`config.mk`:
```
export PLATFORM = sky130hd
export DESIGN_NAME = psd_unit
export DESIGN_NICKNAME = d
export VERILOG_FILES = /design/src/design/psd_pkg.sv /design/src/design/psd_unit.sv
export SDC_FILE = /design/constraint.sdc
export NUM_CORES = 1
export LEC_CHECK = 0
export BUFFER_PORTS_ARGS = -buffer_cell sky130_fd_sc_hd__clkbuf_2
export CELL_PAD_IN_SITES_DETAIL_PLACEMENT = 1
export CELL_PAD_IN_SITES_GLOBAL_PLACEMENT = 1
export CORE_UTILIZATION = 45
export CTS_CLUSTER_DIAMETER = 120
export DETAILED_ROUTE_END_ITERATION = 6
export GPL_ROUTABILITY_DRIVEN = 0
export PLACE_DENSITY_LB_ADDON = 0.25
export SLEW_MARGIN = 0
export SYNTH_ARGS = -nofsm -noshare
export SYNTH_HDL_FRONTEND = slang
export SYNTH_SLANG_ARGS = --single-unit
```
`constraint.sdc`:
```
create_clock -name clk -period 10.04 [get_ports clk]
set_input_delay 1.004 -clock clk [delete_from_list [all_inputs] [get_ports clk]]
set_output_delay 1.004 -clock clk [all_outputs]
set_load 0.005 [all_outputs]
```
`src/design/psd_pkg.sv`:
```
// ============================================================================
// Population standard deviation engine - shared definitions
// Sizes, operation codes and the control structs that pass between the
// sequencer and the shared shift-subtract unit.
// ============================================================================
package psd_pkg;

	// Capacity of the sample store and the widths that follow from it.
	localparam int MAX_SAMPLES = 1024;
	localparam int ADDR_W      = $clog2(MAX_SAMPLES);
	localparam int CNT_W       = 11;

	// Field widths of one beat.
	localparam int SAMPLE_W    = 16;
	localparam int STD_W       = 24;

	// Running sum, mean and deviation widths.
	localparam int SUM_W       = 27;
	localparam int MEAN_W      = 17;
	localparam int DEV_W       = 18;
	localparam int SQ_W        = 32;
	localparam int DEV_SUM_W   = 43;
	localparam int FRAC_W      = 16;

	// Shared shift-subtract unit.
	localparam int ACC_W       = 60;
	localparam int REM_W       = 33;
	localparam int ROOT_W      = 30;
	localparam int STEP_W      = 6;
	localparam int DIV_STEPS   = 60;
	localparam int SQRT_STEPS  = 30;

	// Operation codes of the shared unit.
	localparam logic OP_DIV    = 1'b0;
	localparam logic OP_SQRT   = 1'b1;

	// Command from the sequencer to the shared unit.
	typedef struct packed {
		logic go;
		logic op;
	} unit_cmd_t;

	// Status from the shared unit back to the sequencer.
	typedef struct packed {
		logic             done;
		logic [ACC_W-1:0] result;
	} unit_stat_t;

endpackage

```
`src/design/psd_unit.sv`:
```
// ============================================================================
// Shared shift-subtract unit
// Restoring division by an 11-bit count (one quotient bit a cycle) and
// integer square root (one root bit a cycle) on one compare-subtract path.
// ============================================================================
module psd_unit (
	input  logic                         clk,
	input  logic                         arst_n,
	input  psd_pkg::unit_cmd_t           cmd,
	input  logic [psd_pkg::ACC_W-1:0]    operand,
	input  logic [psd_pkg::CNT_W-1:0]    divisor,
	output psd_pkg::unit_stat_t          stat
);

	logic [psd_pkg::ACC_W-1:0]  acc_q;
	logic [psd_pkg::REM_W-1:0]  rem_q;
	logic [psd_pkg::ROOT_W-1:0] root_q;
	logic [psd_pkg::STEP_W-1:0] step_q;
	logic                       run_q;
	logic                       op_q;
	logic                       done_q;

	logic [psd_pkg::REM_W-1:0]  shifted;
	logic [psd_pkg::REM_W-1:0]  trial;
	logic [psd_pkg::REM_W:0]    diff;
	logic                       fits;
	logic [psd_pkg::STEP_W-1:0] last_step;

	// Bring in the next digit and try the subtraction.
	always_comb begin
		if (op_q == psd_pkg::OP_SQRT) begin
			shifted   = {rem_q[psd_pkg::REM_W-3:0], acc_q[psd_pkg::ACC_W-1 -: 2]};
			trial     = {1'b0, root_q, 2'b01};
			last_step = psd_pkg::STEP_W'(psd_pkg::SQRT_STEPS - 1);
		end else begin
			shifted   = {rem_q[psd_pkg::REM_W-2:0], acc_q[psd_pkg::ACC_W-1]};
			trial     = psd_pkg::REM_W'(divisor);
			last_step = psd_pkg::STEP_W'(psd_pkg::DIV_STEPS - 1);
		end
		diff = {1'b0, shifted} - {1'b0, trial};
		fits = ~diff[psd_pkg::REM_W];
	end

	// Iteration registers.
	always_ff @(posedge clk or negedge arst_n) begin
		if (!arst_n) begin
			run_q  <= 1'b0;
			done_q <= 1'b0;
			step_q <= '0;
			op_q   <= psd_pkg::OP_DIV;
		end else begin
			done_q <= 1'b0;
			if (cmd.go) begin
				run_q  <= 1'b1;
				step_q <= '0;
				op_q   <= cmd.op;
			end else if (run_q) begin
				step_q <= step_q + 1'b1;
				if (step_q == last_step) begin
					run_q  <= 1'b0;
					done_q <= 1'b1;
				end
			end
		end
	end

	// Datapath: the remainder, the shifting operand and the root.
	always_ff @(posedge clk) begin
		if (cmd.go) begin
			acc_q  <= operand;
			rem_q  <= '0;
			root_q <= '0;
		end else if (run_q) begin
			if (fits) begin
				rem_q <= diff[psd_pkg::REM_W-1:0];
			end else begin
				rem_q <= shifted;
			end
			if (op_q == psd_pkg::OP_SQRT) begin
				acc_q  <= {acc_q[psd_pkg::ACC_W-3:0], 2'b00};
				root_q <= {root_q[psd_pkg::ROOT_W-2:0], fits};
			end else begin
				acc_q  <= {acc_q[psd_pkg::ACC_W-2:0], fits};
			end
		end
	end

	// The quotient replaces the dividend; the root has its own register.
	always_comb begin
		stat.done = done_q;
		if (op_q == psd_pkg::OP_SQRT) begin
			stat.result = psd_pkg::ACC_W'(root_q);
		end else begin
			stat.result = acc_q;
		end
	end

endmodule

```
# Yosys cells after proc, flatten, opt, wreduce, memory -nomap -nowiden
# Cells that the tools add are included.
# Widths: inputs -> output; s select.
[classes]
addsub = 2
n_eq_ne = 1
mux = 16
bitwise_logic = 1
reduce_logical = 2
[ops]
columns = ["op", "count"]
rows = [
  ["$mux 60", 4],
  ["$mux 32", 2],
  ["$sub 33x32->34", 1],
  ["$mux 33", 1],
  ["$mux 6", 3],
  ["$add 6x1->6 const B", 1],
  ["$eq 6x6->1", 1],
  ["$mux 1", 6],
  ["$reduce_and 2->1", 1],
  ["$reduce_bool 2->1", 1],
  ["$not 1->1", 1],
]
[totals]
reg_bits = 131
input_bits = 75
out_inout_bits = 61
word_cells = 29

# Depth between registers and ports, before layout
[logic_depth]
depth_word = 6
depth_mapped = 17
depth_no_buf = 13

# Least setup slack after synthesis
# No wires, ideal clock.
[synth_timing]
path_type = "reg-to-reg"
startpoint = "register op_q"
endpoint = "register rem_q[12] (netlist name)"
setup_time_ns = 0.086
t_arrival_ns = 3.839
t_required_ns = 9.954
setup_slack_ns = 6.115
path_stages_with_launch = 17
n_path_buf = 4
period_less_slack_ns = 3.925
path_cell_list = "dfrtp_1 > clkbuf_1 > buf_1 > clkbuf_1 > clkbuf_1 > or2_2 > ha_1 > inv_1 > fa_1 > a21o_1 > a221oi_1 > o211ai_1 > a31o_2 > a21oi_1 > xnor2_1 > mux2i_1 > a211oi_1"
[synth_between]
elab_chain_cells = 3
elab_cells_between_ends = 4
cone_classes = "add/sub: 1; mux: 3"
[synth_rtl]
columns = ["element", "line", "source"]
rows = [
  ["start: declaration", "psd_unit.sv:20", "logic op_q;"],
  ["start signal: assignment", "psd_unit.sv:50", "op_q <= psd_pkg::OP_DIV;"],
  ["start signal: assignment", "psd_unit.sv:56", "op_q <= cmd.op;"],
  ["$mux 33 / $mux 32 (equally long branches)", "psd_unit.sv:31", "if (op_q == psd_pkg::OP_SQRT) begin"],
  ["$sub 33x32->34", "psd_unit.sv:40", "diff = {1'b0, shifted} - {1'b0, trial};"],
  ["$mux 32 *", "psd_unit.sv:74", "if (fits) begin"],
  ["end signal: assignment", "psd_unit.sv:75", "rem_q <= diff[psd_pkg::REM_W-1:0];"],
  ["end signal: assignment", "psd_unit.sv:77", "rem_q <= shifted;"],
  ["end: declaration", "psd_unit.sv:16", "logic [psd_pkg::REM_W-1:0] rem_q;"],
]
# Every way passes the cells marked *; elsewhere a longest branch is shown, timed or not.
# A chain may end at the register's enable or synchronous reset.

# Final worst setup path
[layout_timing]
startpoint = "register op_q"
endpoint = "register rem_q[27] (netlist name)"
# Same word-level chain as after synthesis.

==> impl_metrics.py <==
metrics = {
    "grt": {
        "grt_util_all_layers_pct": 27.7,
        "grt_pass1_vias": 7797,
        "grt-ovfl-total": 0,
        "grt_max_degree": 95,
        "grt_pass1_wl_um": 42200,
        "antenna_found_initial": 0,
    },
    "worst_setup_path": {
        "slowest_stage": "dfrtp_4",
        "crit_fanout": 89,
        "cpMostUsedCell": "a21oi_1",
        "cp_cell_sequence": "buf_4 -> mux2i_1 -> ha_1 -> a21o_1 -> a31oi_1 -> a21oi_1 -> or2_1 -> a211oi_1 -> nand2b_1 -> a21oi_1 -> a311oi_2",
        "path_class": "reg -> reg",
        "required_ns": 10.37,
        "crit_family": "compound AO/OA/AOI/OAI gates",
        "start_kind": "flip-flop",
        "slowest_delay_ns": 1.06,
        "cp_num_buf_inv": 1,
        "worstPathArrival_ns": 5.54,
        "critPathCaptureType": "flip-flop",
    },
    "die": {
        "ioPinCount": 136,
        "rows": 49,
        "fp.dieH_um": 139,
        "chipWidth_um": 139,
        "core_area_um2": 18300,
        "dieArea_um2": 19500,
        "initial_core_util_pct": 46.5,
    },
    "cts": {
        "cts_made_buffers": 17,
        "cts.sinks": 131,
        "cts_tree": "yes",
        "clkTransAtPathRegs_ns": 0.06,
        "post_cts_buffers": 0,
        "h-tree-depth": 4,
        "clock_path_buffers": 2,
        "ctsHoldBuffers": 0,
        "clock-root-buffer": "clkbuf_16",
        "ctsResizeCount": 0,
        "insertion_delay_ns": 0.43,
    },
    "sta": {
        "post-route-period-util_pct": 51.8,
        "period_minus_slack_ns": 5.20,
        "fin_ws_ns": 4.84,
        "setup_tns_ns": 0,
        "final-setup-viol-count": 0,
        "fin_skew_ns": 0.0114,
        "hold_viol_final": 0,
        "tightest_slew_ns": 1.29,
        "fmax_ghz": 0.192,
        "fin_hold_ws_ns": 0.427,
        "rsz0062_at_grt": "false",
        "slew_viol_final": 0,
        "worst_slew_margin_rel_pct": 14.2,
    },
    "finish": {
        "layout-area-overhead-vs-synth_pct": 15.3,
        "diodes": 0,
        "fillCellCount": 2238,
        "layout.cells.non_filler": 1355,
        "nets": 1223,
        "drive_gt1_share_pct": 19.4,
    },
    "yosys": {
        "synth_fp_nets": 1126,
        "avgSynthCellArea_um2": 8.36,
        "synthArstFlopShare_pct": 6.87,
        "netlist_area_um2": 8500,
        "yosysTopAreaCell": "edfxtp_1",
        "synth_edf_count": 60,
        "post-synth-top-area-fraction_pct": 21.2,
        "synth_warnings": 0,
        "ys.flop_type": "dfxtp_1",
        "synthDistinctLibCells": 69,
        "synth_cells": 1017,
        "seq_area_frac_synth_pct": 38.4,
        "ys_ff_latch": 131,
        "synth_area_leaders": "edfxtp_1 21%, dfxtp_1 15%, nand2_1 9.5%",
    },
    "drt": {
        "antenna_left": 0,
        "drc": 0,
        "first_pass_iters": 5,
        "viasPerCell": 5.79,
        "drt_iter0_drc": 563,
        "wl_per_cell_um": 19.6,
        "wirelength_um": 26500,
        "num_vias": 7841,
    },
    "worst_hold_path": {
        "worstHoldPathType": "in -> async",
    },
    "place": {
        "pre_cts_slack_ns": 5.01,
        "dpl.hpwl_um": 18800,
        "portBuffers": 135,
        "place.detailed.instances": 1324,
    },
    "power": {
        "ir_drop_v": 0.000187,
        "powerDensity_nw_per_um2": 274,
        "p_leak_nw": 4.25,
        "totalPowerFinal_w": 0.00269,
    },
    "run": {
        "drv_cap": 0,
    },
    "run_status": {
        "status": "completed",
    },
}
==> logic make-up (layout without fill, tap and decap cells) <==
kind of cell / count (synthesis) / in the layout / share of synthesized area [%]
AO/OA/AOI/OAI: 289 / 289 / 20.2
XOR/XNOR: 26 / 26 / 2.68
adder cells (fa/ha/maj): 34 / 34 / 5.09
buffers and inverters: 101 / 210 / 4.80
flip-flops: 131 / 131 / 38.4
multiplexers: 83 / 83 / 10.3
AND/OR/NAND/NOR: 353 / 353 / 18.5
==> registers in the layout, summed over array words and instances, names as in the netlist <==
register / cells
acc_q: 60
rem_q: 32
run_q: 1
step_q: 6
done_q: 1
root_q: 30
op_q: 1
==> metrics by stage <==
| stage | utilization [%] | instance area [µm²] |
|---|---|---|
| 3_3_place_gp | 50.7 | 9260 |
| 3_5_place_dp | 50.7 | 9260 |
| 6_report | 53.7 | 9810 |
| 4_1_cts | 53.7 | 9810 |
| 2_1_floorplan | - | 8500 |
| 5_1_grt | 53.7 | 9810 |
==> synthesized netlist by cell type, types with 12 or more instances <==
master / count
edfxtp_1: 60
mux2i_1: 46
o21ai_0: 103
inv_1: 34
mux2_2: 37
nor2_1: 50
xor2_1: 12
nand2_1: 216
dfxtp_1: 62
ha_1: 33
a311oi_1: 17
a21oi_1: 97
nor2b_1: 34
clkbuf_1: 44
xnor2_1: 14
==> power breakdown <==
| part | total (W) | switching [W] | internal, W | leakage, nW |
|---|---|---|---|---|
| Combinational | 0.00137 | 0.000819 | 0.000554 | 2.72 |
| Sequential | 0.000718 | 0.0000698 | 0.000648 | 1.28 |
| Clock | 0.000596 | 0.000257 | 0.000340 | 0.246 |
==> final timing paths <==
kind | startpoint | depth (start not counted) | to | slack, ns
hold / removal | arst_n | 1 | done_q$_DFF_PN0_ | 0.43
setup / recovery | op_q$_DFFE_PN0P_ | 11 | rem_q[27]$_SDFFE_PP0P_ | 4.84
max in group asynchronous | arst_n | 1 | op_q$_DFFE_PN0P_ | 9.39
min in group clk | root_q[22]$_SDFFE_PP0P_ | 2 | root_q[23]$_SDFFE_PP0P_ | 0.46
setup reg to reg | op_q$_DFFE_PN0P_ | 11 | rem_q[27]$_SDFFE_PP0P_ | 4.84
hold reg to reg | root_q[22]$_SDFFE_PP0P_ | 2 | root_q[23]$_SDFFE_PP0P_ | 0.46
==> layer usage <==
layer | global-route usage (%) | vias up | wire length, µm
met2 | 43.6 | 191 | 12100
met1 | 38.9 | 3811 | 12700
met4 | 7.43 | 0 | 330
met5 | 0 | - | 0
met3 | 5.06 | 26 | 1340
li1 | - | 3813 | -
==> cell type report <==
| type | instances | area [µm²] | area share [%] |
|---|---|---|---|
| multi-input cells | 785 | 4830 | 49.3 |
| well taps | 229 | 287 | 2.92 |
| clock buffers | 19 | 433 | 4.41 |
| inverters | 36 | 135 | 1.38 |
| flip-flops and latches | 131 | 3270 | 33.4 |
| repair buffers | 143 | 738 | 7.53 |
| clock inverters | 12 | 110 | 1.12 |
==> placed cells by master, fill, tap and decap left out, types with 12 or more instances in the layout <==
cell | netlist | routed
o21ai_0 | 103 | 103
inv_1 | 34 | 33
xnor2_1 | 14 | 14
a311oi_1 | 17 | 17
dfxtp_1 | 62 | 62
nor2b_1 | 34 | 33
clkbuf_2 | 0 | 134
nand2_1 | 216 | 216
clkbuf_16 | 0 | 17
mux2_2 | 37 | 37
mux2i_1 | 46 | 46
ha_1 | 33 | 33
nor2_1 | 50 | 50
xor2_1 | 12 | 12
edfxtp_1 | 60 | 60
a21oi_1 | 97 | 97
Power figures use the tool's default switching activity.
